`src/rtl/plid_pkg.sv`:
```
// ----------------------------------------------------------------------------
// plid_pkg
// Shared constants, status codes and controller/datapath interface structs
// for the positional list insert and dump unit.
// ----------------------------------------------------------------------------
package plid_pkg;

	localparam int CAPACITY = 32;
	localparam int AW       = (CAPACITY > 2) ? $clog2(CAPACITY) : 1;
	localparam int CW       = $clog2(CAPACITY + 1);
	localparam int POS_W    = 8;
	localparam int VAL_W    = 32;

	localparam logic [1:0] STS_OK      = 2'd0;
	localparam logic [1:0] STS_BAD_POS = 2'd1;
	localparam logic [1:0] STS_FULL    = 2'd2;

	// controller -> datapath
	typedef struct packed {
		logic capture;    // latch input transfer
		logic check;      // latch error code, init shift index from count
		logic shift_rd;   // read entry idx-1
		logic shift_wr;   // write read data to entry idx, step idx down
		logic place;      // write new value at position, bump count
		logic dump_start; // reset dump index/direction, read entry 0
		logic dump_load;  // load item into output register and advance
		logic stat_load;  // load status-only result into output register
	} plid_cmd_t;

	// datapath -> controller
	typedef struct packed {
		logic pos_bad;    // position beyond count
		logic full;       // store at capacity
		logic shift_done; // shift index reached the insert position
		logic dump_last;  // current dump item is the final one
		logic out_free;   // output register can take a result this cycle
	} plid_sts_t;

endpackage

```
`src/rtl/positional_list_insert_dump_unit.sv`:
```
// ----------------------------------------------------------------------------
// positional_list_insert_dump_unit
// Ordered list of signed 32-bit values with insert-at-index and full dump.
// ----------------------------------------------------------------------------
// Each input transfer names a position and a value. A position equal to or
// below the current count inserts the value before that index (zero is the
// front, the count itself appends); the unit then streams the whole list
// front to back (tuser direction 0) and back to front (direction 1), with
// tlast on the final item, so an insert returns twice the new count results.
// A position above the count returns one result with status invalid
// position; a legal position into a full list returns one result with status
// full; both carry zero data, direction 0 and tlast, and leave the list as it
// was. Timing: one input is handled at a time. An insert at position p into n
// entries checks the position, moves the n-p entries from p up one slot in the
// list memory (read, then write; it has one read and one write port), places
// the value and reads the first item; the dump then gives one result per cycle
// while m_tready is high. A result sits in the output register until taken, and
// s_tready rises again as soon as the last result of an item is loaded there.
module positional_list_insert_dump_unit (
	input  logic        clk,
	input  logic        arst_n,
	input  logic        s_tvalid,
	output logic        s_tready,
	input  logic [39:0] s_tdata,   // [7:0] position, [39:8] value
	output logic        m_tvalid,
	input  logic        m_tready,
	output logic [31:0] m_tdata,   // [31:0] item_value
	output logic [2:0]  m_tuser,   // [0] direction, [2:1] status
	output logic        m_tlast
);
	import plid_pkg::*;

	plid_cmd_t  cmd;
	plid_sts_t  sts;
	logic       out_dir;
	logic [1:0] out_status;

	// sequence the insert and the dump passes
	plid_ctrl u_ctrl (
		.clk      (clk),
		.arst_n   (arst_n),
		.in_valid (s_tvalid),
		.in_ready (s_tready),
		.sts      (sts),
		.cmd      (cmd)
	);

	// list memory, count and the output register
	plid_dp u_dp (
		.clk         (clk),
		.arst_n      (arst_n),
		.cmd         (cmd),
		.sts         (sts),
		.in_position (s_tdata[POS_W-1:0]),
		.in_value    (s_tdata[POS_W+VAL_W-1:POS_W]),
		.out_ready   (m_tready),
		.out_valid   (m_tvalid),
		.out_item    (m_tdata),
		.out_dir     (out_dir),
		.out_status  (out_status),
		.out_last    (m_tlast)
	);

	// pack the result kind: direction lowest, status above it
	assign m_tuser = {out_status, out_dir};

endmodule

```
`src/rtl/plid_dp.sv`:
```
// ----------------------------------------------------------------------------
// plid_dp
// Datapath: sequence memory, entry count, shift/dump index and the output
// register that holds a result until the sink takes it.
// ----------------------------------------------------------------------------
module plid_dp (
	input  logic                              clk,
	input  logic                              arst_n,
	input  plid_pkg::plid_cmd_t               cmd,
	output plid_pkg::plid_sts_t               sts,
	input  logic [plid_pkg::POS_W-1:0]        in_position,
	input  logic [plid_pkg::VAL_W-1:0]        in_value,
	input  logic                              out_ready,
	output logic                              out_valid,
	output logic [plid_pkg::VAL_W-1:0]        out_item,
	output logic                              out_dir,
	output logic [1:0]                        out_status,
	output logic                              out_last
);
	import plid_pkg::*;

	logic [VAL_W-1:0] mem [CAPACITY];
	logic [VAL_W-1:0] rdata_q;

	logic [POS_W-1:0] pos_q;
	logic [VAL_W-1:0] val_q;
	logic [1:0]       err_q;
	logic [CW-1:0]    cnt_q;
	logic [AW-1:0]    idx_q;
	logic             dir_q;

	logic             out_valid_q;
	logic [VAL_W-1:0] out_item_q;
	logic             out_dir_q;
	logic [1:0]       out_status_q;
	logic             out_last_q;

	logic             fwd_end;
	logic [AW-1:0]    nxt_idx;
	logic             nxt_dir;
	logic             rd_en;
	logic [AW-1:0]    rd_addr;
	logic             wr_en;
	logic [AW-1:0]    wr_addr;
	logic [VAL_W-1:0] wr_data;

	assign fwd_end = (CW'(idx_q) + CW'(1)) == cnt_q;

	always_comb begin
		nxt_idx = idx_q;
		nxt_dir = dir_q;
		if (!dir_q && fwd_end) begin
			nxt_dir = 1'b1;
		end else if (!dir_q) begin
			nxt_idx = idx_q + AW'(1);
		end else begin
			nxt_idx = idx_q - AW'(1);
		end
	end

	assign sts.pos_bad    = pos_q > POS_W'(cnt_q);
	assign sts.full       = cnt_q == CW'(CAPACITY);
	assign sts.shift_done = idx_q == pos_q[AW-1:0];
	assign sts.dump_last  = dir_q && (idx_q == '0);
	assign sts.out_free   = !out_valid_q || out_ready;

	// single read port
	always_comb begin
		rd_en   = cmd.shift_rd || cmd.dump_start || (cmd.dump_load && !sts.dump_last);
		rd_addr = nxt_idx;
		if (cmd.shift_rd) begin
			rd_addr = idx_q - AW'(1);
		end else if (cmd.dump_start) begin
			rd_addr = '0;
		end
	end

	// single write port
	always_comb begin
		wr_en   = cmd.shift_wr || cmd.place;
		wr_addr = idx_q;
		wr_data = rdata_q;
		if (cmd.place) begin
			wr_addr = pos_q[AW-1:0];
			wr_data = val_q;
		end
	end

	always_ff @(posedge clk) begin
		if (wr_en) begin
			mem[wr_addr] <= wr_data;
		end
		if (rd_en) begin
			rdata_q <= mem[rd_addr];
		end
	end

	always_ff @(posedge clk) begin
		if (cmd.capture) begin
			pos_q <= in_position;
			val_q <= in_value;
		end
		if (cmd.check) begin
			err_q <= sts.pos_bad ? STS_BAD_POS : STS_FULL;
		end
	end

	always_ff @(posedge clk or negedge arst_n) begin
		if (!arst_n) begin
			cnt_q <= '0;
			idx_q <= '0;
			dir_q <= 1'b0;
		end else begin
			if (cmd.check) begin
				idx_q <= cnt_q[AW-1:0];
			end
			if (cmd.shift_wr) begin
				idx_q <= idx_q - AW'(1);
			end
			if (cmd.place) begin
				cnt_q <= cnt_q + CW'(1);
			end
			if (cmd.dump_start) begin
				idx_q <= '0;
				dir_q <= 1'b0;
			end
			if (cmd.dump_load) begin
				idx_q <= nxt_idx;
				dir_q <= nxt_dir;
			end
		end
	end

	always_ff @(posedge clk or negedge arst_n) begin
		if (!arst_n) begin
			out_valid_q <= 1'b0;
		end else if (cmd.dump_load || cmd.stat_load) begin
			out_valid_q <= 1'b1;
		end else if (out_ready) begin
			out_valid_q <= 1'b0;
		end
	end

	always_ff @(posedge clk) begin
		if (cmd.dump_load) begin
			out_item_q   <= rdata_q;
			out_dir_q    <= dir_q;
			out_status_q <= STS_OK;
			out_last_q   <= sts.dump_last;
		end else if (cmd.stat_load) begin
			out_item_q   <= '0;
			out_dir_q    <= 1'b0;
			out_status_q <= err_q;
			out_last_q   <= 1'b1;
		end
	end

	assign out_valid  = out_valid_q;
	assign out_item   = out_item_q;
	assign out_dir    = out_dir_q;
	assign out_status = out_status_q;
	assign out_last   = out_last_q;

	a_cnt_range: assert property (@(posedge clk) disable iff (!arst_n)
		cnt_q <= CW'(CAPACITY))
		else $error("entry count above capacity");

	a_cnt_only_on_place: assert property (@(posedge clk) disable iff (!arst_n)
		!cmd.place |=> cnt_q == $past(cnt_q))
		else $error("entry count moved without an insert");

	a_ok_last_backward: assert property (@(posedge clk) disable iff (!arst_n)
		out_valid_q && out_last_q && out_status_q == STS_OK |-> out_dir_q)
		else $error("dump ended outside the backward pass");

	a_no_load_when_busy: assert property (@(posedge clk) disable iff (!arst_n)
		(cmd.dump_load || cmd.stat_load) |-> sts.out_free)
		else $error("output register overwritten before transfer");

endmodule

```
`src/rtl/plid_ctrl.sv`:
```
// ----------------------------------------------------------------------------
// plid_ctrl
// Controller: check, tail shift, placement, two dump passes or status result.
// ----------------------------------------------------------------------------
module plid_ctrl (
	input  logic                clk,
	input  logic                arst_n,
	input  logic                in_valid,
	output logic                in_ready,
	input  plid_pkg::plid_sts_t sts,
	output plid_pkg::plid_cmd_t cmd
);
	import plid_pkg::*;

	typedef enum logic [7:0] {
		S_IDLE  = 8'b0000_0001,
		S_CHECK = 8'b0000_0010,
		S_SRD   = 8'b0000_0100,
		S_SWR   = 8'b0000_1000,
		S_PLACE = 8'b0001_0000,
		S_DRD   = 8'b0010_0000,
		S_DLD   = 8'b0100_0000,
		S_STAT  = 8'b1000_0000
	} plid_state_t;

	plid_state_t state_q, state_d;

	assign in_ready = state_q == S_IDLE;

	always_comb begin
		state_d = state_q;
		cmd     = '0;
		case (state_q)
			S_IDLE: begin
				if (in_valid) begin
					cmd.capture = 1'b1;
					state_d     = S_CHECK;
				end
			end
			S_CHECK: begin
				cmd.check = 1'b1;
				if (sts.pos_bad || sts.full) begin
					state_d = S_STAT;
				end else begin
					state_d = S_SRD;
				end
			end
			S_SRD: begin
				if (sts.shift_done) begin
					state_d = S_PLACE;
				end else begin
					cmd.shift_rd = 1'b1;
					state_d      = S_SWR;
				end
			end
			S_SWR: begin
				cmd.shift_wr = 1'b1;
				state_d      = S_SRD;
			end
			S_PLACE: begin
				cmd.place = 1'b1;
				state_d   = S_DRD;
			end
			S_DRD: begin
				cmd.dump_start = 1'b1;
				state_d        = S_DLD;
			end
			S_DLD: begin
				if (sts.out_free) begin
					cmd.dump_load = 1'b1;
					if (sts.dump_last) begin
						state_d = S_IDLE;
					end
				end
			end
			S_STAT: begin
				if (sts.out_free) begin
					cmd.stat_load = 1'b1;
					state_d       = S_IDLE;
				end
			end
			default: begin
				state_d = S_IDLE;
			end
		endcase
	end

	always_ff @(posedge clk or negedge arst_n) begin
		if (!arst_n) begin
			state_q <= S_IDLE;
		end else begin
			state_q <= state_d;
		end
	end

	a_shift_pairs: assert property (@(posedge clk) disable iff (!arst_n)
		state_q == S_SWR |-> $past(state_q) == S_SRD)
		else $error("shift write without a preceding read");

	a_place_after_shift: assert property (@(posedge clk) disable iff (!arst_n)
		state_q == S_PLACE |-> $past(state_q) == S_SRD && $past(sts.shift_done))
		else $error("value placed before the tail was shifted");

	a_dump_after_place: assert property (@(posedge clk) disable iff (!arst_n)
		cmd.place |=> state_q == S_DRD)
		else $error("dump did not follow the insert");

endmodule
```
`config.mk`:
```
export PLATFORM = sky130hd
export DESIGN_NAME = positional_list_insert_dump_unit
export DESIGN_NICKNAME = d
export VERILOG_FILES = /design/src/rtl/plid_pkg.sv /design/src/rtl/positional_list_insert_dump_unit.sv /design/src/rtl/plid_dp.sv /design/src/rtl/plid_ctrl.sv
export SDC_FILE = /design/constraint.sdc
export NUM_CORES = 1
export LEC_CHECK = 0
export BUFFER_PORTS_ARGS = -buffer_cell sky130_fd_sc_hd__buf_2
export CAP_MARGIN = 10
export CORE_MARGIN = 1
export CORE_UTILIZATION = 35
export CTS_BUF_LIST = sky130_fd_sc_hd__clkbuf_16
export DETAILED_ROUTE_END_ITERATION = 8
export PLACE_DENSITY = 0.58
export SLEW_MARGIN = 20
export SYNTH_ARGS = -nofsm -noshare
export SYNTH_HDL_FRONTEND = slang
export SYNTH_SLANG_ARGS = --single-unit
```
`constraint.sdc`:
```
create_clock -name clk -period 4 [get_ports clk]
set_input_delay 0.4 -clock clk [delete_from_list [all_inputs] [get_ports clk]]
set_output_delay 0.4 -clock clk [all_outputs]
set_load 0.02 [all_outputs]
```
==> impl_results.md, run 1 <==
* Clock Path Buffers at 3
* Top cell type's share of synthesized area at 74.4%
* Remaining antenna violation count at 0
* CP arrival at 4.28 ns
* P_leak at 0.0174 uW
* Placed cell area at 0.0495 sq mm
* Synth area leader: edfxtp_1
* CTS Buf Count at 111
* Most common cell after layout, fill and taps aside: edfxtp_1
* Most frequent cells in the layout: 1,132 x edfxtp_1, 132 x a31oi_1, 130 x and3_1
* Slew headroom at 25.6%
* Outcome: complete, no violations
* CTS H-tree lvls at 3
* Top-level I/O count at 82
* Total gr overflow at 0
* Antenna diode count at 0
* HP Class: input port to flop
* Top post-synthesis cells by area: edfxtp_1 74%, mux4_2 6.3%, mux2i_1 2.8%, a31oi_1 1.8%, and3_1 1.8%
* Max VDD drop at 499 uV
* Synthesis-to-layout area growth at 17.3%
* GR Util All Layers at 18.0%
* Row count at 132
* Clock skew at 0.0332 ns
* CTS tree: yes
* Reg-to-reg slack, setup at 0.18 ns
* Starting DRT DRC Count at 2,779
* Setup CP Type: flop to flop
* Filler cells at 11,400
* Unrepaired setup endpoints after global routing: no
* Die ar. at 0.132 sq mm
* IO buf count at 81
* Post-synth EDFFs at 1,132
* Worst-Margin Slew at 1.11 ns
* Yosys reg bits at 1,155
* Yosys Warn Count at 0
* Fmax at 0.262 GHz
* Die Wd at 363 um
* Half-perimeter wire length after placement at 68,200 um
* Worst-path clk slew at 0.06 ns
* Unique masters post-synth at 68
* Synth Cell Area at 0.0457 sq mm
* GP Congestion at 0.851
* First-pass GRT wire length at 173,000 um
* Fin crit period at 3.82 ns
* Routed length per instance at 26.3 um
* Fin area at 0.0536 sq mm
* Core area at 0.129 sq mm
* Max Cap Viol at 0
* CTS sink count at 1,155
* Final setup TNS at 0 ns
* Final std cells w/o fill at 4,532
* Largest net degree at the start of global routing at 65
* Ys async rst share at 1.82%
* Max-slew violation count at 0
* Initial Util at 35.3%
* Chip height at 363 um
* Synth Flop Type: edfxtp_1
* Startpoint Class: flop
* Period utilization at 95.6%
* Clock root cell: clkbuf_16
* Clock Latency Late Sink at 0.72 ns
* Detailed-route DRC error count at 0
* Post-Syn Instances at 2,455
* Final setup vio count at 0
* Worst EP required at 4.46 ns
* Crit end category: flop
* Crit-path max FO at 15
* Avg Inst Size Synth at 18.6 sq um
* Final Hold Vio Count at 0
* Total Routed Length at 119,000 um
* Pwr dens at 603 mW/mm^2
* Post-synthesis sequential area ratio at 75.7%
* Vias after detailed routing at 24,500
* Syn Nets at 2,510
* Share of cells above drive strength 1 at 25.2%
* DP Cell Count at 4,282
* Nets at 2,755
* TritonRoute pass-1 iters at 5
* Vias per cell at 5.41
* Initial antenna violation count at 0
* Vias in the first global route at 24,600
-- synthesized netlist by cell type, drive strengths merged (11+ instances only) --
master     n
clkbuf    72
mux4     128
and3     130
mux2      65
a31oi    133
a32o      65
o21ai     19
nor4      36
edfxtp  1132
o22ai     68
inv       17
ha        11
mux2i    129
xnor2     13
and2      37
buf       84
nor3      11
nand2    119
nand2b    11
nand3     14
nor2      56
dfrtp     20
-- kinds of logic after synthesis --
group	count (synthesis)	synth area share [%]
xor gates and xnor gates	22	0.422
AOI/OAI and AO/OA	327	5.16
muxes	322	10.7
DFF	1155	75.7
buffers and inverters	174	2.03
and+or+nand+nor	444	5.67
adders and majority gates	11	0.301
-- flip-flops by register name, indices dropped and copies added (netlist names) --
name / count
u_ctrl.state_q: 8
u_dp.cnt_q: 6
u_dp.dir_q: 1
u_dp.err_q: 2
u_dp.idx_q: 5
u_dp.mem: 1024
u_dp.out_dir: 1
u_dp.out_item: 32
u_dp.out_last: 1
u_dp.out_status: 2
u_dp.out_valid: 1
u_dp.pos_q: 8
u_dp.rdata_q: 32
u_dp.val_q: 32
-- layout make-up --
cell class                      count  area (sq um)  share of cell area, %
Sequential cell                  1155         34600                   64.5
Clock inverter                     89           746                   1.39
Inverter                           18          67.6                  0.126
Clock buffer                      114          2850                   5.32
Multi-Input combinational cell   1126         10500                   19.7
Timing Repair Buffer              288          2640                   4.93
Tap cell                         1742          2180                   4.07
-- per-stage QoR --
stage	total power, uW	util (%)	hold WS [ns]	setup WS (ns)
after detailed placement	22200	38.2	0.413	0.0473
after global routing	33500	41.4	0.106	0.0455
final	32300	41.4	0.0697	0.178
after CTS	32600	41.3	0.0406	0.0165
after floorplan	19700	-	0.104	0.281
after global placement	22100	38.2	0.406	0.0474
-- power by group --
group	leakage, uW	switching (uW)	internal [uW]
Combinational	0.00506	4600	3790
Sequential	0.0105	108	13500
Clock	0.00184	4490	5870
Total	0.0174	9200	23100
-- critical path, cell delays in order, from the launching register on --
cell	delay, ns
dfrtp_1	0.40
or4_4	0.56
or4_1	0.69
nand2_2	0.19
nor4_1	0.08
buf_4	0.18
nor3b_4	0.34
buf_4	0.19
nand3_2	0.16
buf_12	0.22
o22ai_1	0.43
nor4_2	0.10
-- per-layer routing --
metal / track usage (%) / part of all wire [%]
met1: 24.1 / 42
met2: 30.5 / 50
met3: 2.54 / 6.0
met4: 4.72 / 2.0
met5: 0 / 0
-- what timing repair did --
item                       CTS  global route
gates resized for setup      0             6
setup buffers                0             5
hold buffers                42             0
setup endpoints to repair    0            26
hold endpoints to repair    61             0
-- path summary, 6_finish.rpt --
check,from,endpoint,cells after the start
hold / removal,m_tready,u_dp.out_valid,3
hold reg to reg,u_dp.out_status[0],u_dp.out_status[0],1
max in group asynchronous,arst_n,u_dp.idx_q[1],2
min in group asynchronous,arst_n,u_dp.idx_q[0],2
setup reg to reg,u_ctrl.state_q[4],u_dp.rdata_q[23],11
setup / recovery,u_ctrl.state_q[4],u_dp.rdata_q[23],11
Power figures use the tool's default switching activity.
==> run 2: changes to the inputs <==
Settings changed: CTS_CLUSTER_SIZE set to 16, PLACE_DENSITY 0.58 to unset, PLACE_DENSITY_LB_ADDON set to 0.1.
==> run 2 against run 1 <==
  * Sequential cell count is the same
  * Highest routed layer unchanged
  * Maximum frequency grew 0.21%
  * Cell count grew 1.8%
  * Final area grew 1.5%
  * Hold slack gained 0.037 ns
  * First-iteration DRC count shrank 14%
  * Register-to-register slack is essentially flat
  * Die area is the same
  * Sequential power is essentially flat
  * Combinational power grew 7.0%
  * Clock power grew 6%
==> impl_results.md, run 2 (synthesis results as in run 1) <==
* Outcome: complete, no violations
* Slew headroom at 26.0% (+0.41 points)
* Row count at 132 (unchanged)
* Reg-to-Reg End: u_dp.rdata_q[9]
* Share of cells above drive strength 1 at 26.7% (+1.4 points)
* HP Class: input port to flop
* Starting DRT DRC Count at 2,380 (-14%)
* Register with the most flip-flops: u_dp.mem
* Worst-Margin Slew at 1.11 ns (-0.00614 ns)
* Half-perimeter wire length after placement at 79,000 um (+16%)
* Detailed-route DRC error count at 0 (unchanged)
* Crit path max-delay family: compound AO/OA/AOI/OAI gates
* Fmax at 0.262 GHz (+0.21%)
* Clock skew at 0.0249 ns (-0.00830 ns)
* Crit-path max FO at 17 (+2)
* Initial antenna violation count at 2 (+2)
* Worst Slack Setup Final at 0.186 ns (+0.00799 ns)
* CTS Buf Count at 130 (+17%)
* Crit path cell chain: inv_1, ha_1, xor2_1, nor2_1, and4_2, nand2_1, a211o_1, a22oi_2, buf_12, buf_12, buf_12, mux4_2, o22ai_1, nor4_2
* Unrepaired setup endpoints after global routing: no
* Startpoint Class: flop
* Pre-CTS setup slack at 0.0315 ns (-0.0158 ns)
* Crit end category: flop
* Max incr delay on CP at 0.45 ns (-0.24 ns)
* Vias in the first global route at 25,200 (+2.2%)
* R2R depth at 14 (+3)
* Worst hold start: m_tready
* Chip height at 363 um (unchanged)
* Initial Util at 35.3% (unchanged)
* Max VDD drop at 446 uV (-11%)
* Pwr dens at 616 mW/mm^2 (+2.2%)
* Max Cap Viol at 0 (unchanged)
* Die Wd at 363 um (unchanged)
* Nets at 2,828 (+2.6%)
* Top-level I/O count at 82 (unchanged)
* Routed length per instance at 28.7 um (+9.3%)
* Clock Latency Late Sink at 0.74 ns (+0.02 ns)
* Synthesis-to-layout area growth at 19.1%
* CTS H-tree lvls at 4 (+1)
* Reg-to-reg slack, setup at 0.19 ns (about the same)
* Max-slew violation count at 0 (unchanged)
* CTS sink count at 1,155 (unchanged)
* Crit path max-delay cell type: dfrtp_1
* Final Hold Vio Count at 0 (unchanged)
* Total gr overflow at 0 (unchanged)
* GP Congestion at 0.794 (-6.7%)
* Most common cell after layout, fill and taps aside: edfxtp_1
* CTS tree: yes
* Vias per cell at 5.36 (-0.91%)
* Core area at 0.129 sq mm (unchanged)
* Final setup TNS at 0 ns (unchanged)
* Worst hold endpoint: u_dp.out_valid
* Most frequent cells in the layout: 1,132 x edfxtp_1, 170 x buf_4, 138 x clkbuf_16
* CP arrival at 4.29 ns (about the same)
* Die ar. at 0.132 sq mm (unchanged)
* GR Util All Layers at 20.2% (+2.2 points)
* Remaining antenna violation count at 0 (unchanged)
* FF-to-FF Start: u_dp.idx_q[0]
* Fin crit period at 3.81 ns (-0.00799 ns)
* CP Depth at 14 (+3)
* Vias after detailed routing at 24,700 (+0.86%)
* P_leak at 0.0178 uW (+2.8%)
* Most Frequent Cell on Critical Path: buf_12
* Largest net degree at the start of global routing at 46 (-29%)
* Worst Path Buf+Inv at 4 (+1)
* IO buf count at 81 (unchanged)
* Clock Path Buffers at 3 (unchanged)
* Setup CP Type: flop to flop
* Setup bufs post-CTS at 0 (unchanged)
* TritonRoute pass-1 iters at 5 (unchanged)
* Antenna diode count at 0 (unchanged)
* Total Routed Length at 132,000 um (+11%)
* Worst hold stages at 3 (unchanged)
* Clock root cell: clkbuf_16
* Max reg flops at 1,024 (unchanged)
* Period utilization at 95.4% (-0.20 points)
* Final setup vio count at 0 (unchanged)
* Worst EP required at 4.48 ns (+0.02 ns)
* Worst-path clk slew at 0.06 ns (about the same)
* First-pass GRT wire length at 187,000 um (+8.5%)
run 2: worst max path at each step:
stage | slack [ns] | to | startpoint
after global routing | 0.0001 | u_dp.rdata_q[9] | u_dp.idx_q[0]
after detailed placement | 0.03 | u_dp.rdata_q[22] | u_ctrl.state_q[4]
final | 0.19 | u_dp.rdata_q[9] | u_dp.idx_q[0]
after global placement | 0.02 | u_dp.rdata_q[22] | u_ctrl.state_q[4]
after floorplan | 0.28 | u_dp.mem[21][0] | u_ctrl.state_q[7]
after CTS | 0.02 | u_dp.rdata_q[22] | u_ctrl.state_q[4]
run 2: metal layers:
metal | vias to the layer above | share of wire (%) | track usage, %
met5 | - | 0 | 0
met4 | 0 | 2.0 | 5.25
met3 | 154 | 6.0 | 4.06
met2 | 728 | 48 | 33.1
met1 | 13100 | 44 | 27.3
li1 | 10700 | - | -
run 2: layout make-up:
| class | count | area (sq um) |
|---|---|---|
| fill | 11500 | 75100 |
| sequential | 1155 | 34600 |
| multi-input combinational | 1126 | 10600 |
| clock buffer | 138 | 3450 |
| timing repair buffer | 342 | 3080 |
| tap | 1742 | 2180 |
| clock inverter | 92 | 449 |
| inverter | 18 | 67.6 |
run 2: what timing repair did:
item / 4_1_cts / 5_1_grt
resized for setup: 0 / 12
hold endpoints to repair: 62 / 0
endpoints found under the setup margin: 0 / 21
hold buffers: 42 / 0
run 2: worst register-to-register path, stage by stage (launching register included):
cell     delay [ns]
dfrtp_1        0.45
inv_1          0.09
ha_1           0.33
xor2_1         0.15
nor2_1         0.15
and4_2         0.31
nand2_1        0.14
a211o_1        0.32
a22oi_2        0.21
buf_12         0.21
buf_12         0.20
buf_12         0.21
mux4_2         0.35
o22ai_1        0.34
nor4_2         0.10
run 2: stage by stage:
stage | hold slack, ns | power, uW | utilization, % | cells | cell area (sq um)
after floorplan | 0.104 | 19700 | - | 2455 | 45700
after global placement | 0.410 | 22800 | 38.6 | 4340 | 50000
after detailed placement | 0.410 | 22800 | 38.6 | 4341 | 50000
after CTS | 0.0506 | 33900 | 41.9 | 4613 | 54300
after global routing | 0.0987 | 34900 | 42.0 | 4613 | 54400
final | 0.107 | 33500 | 42.0 | 4613 | 54400
run 2: power breakdown:
group | leakage, uW | total (uW) | switching (uW) | internal (uW)
registers | 0.0105 | 13600 | 102 | 13500
clock network | 0.00205 | 11000 | 4660 | 6300
logic | 0.00533 | 8970 | 4970 | 4000
total | 0.0178 | 33500 | 9740 | 23800
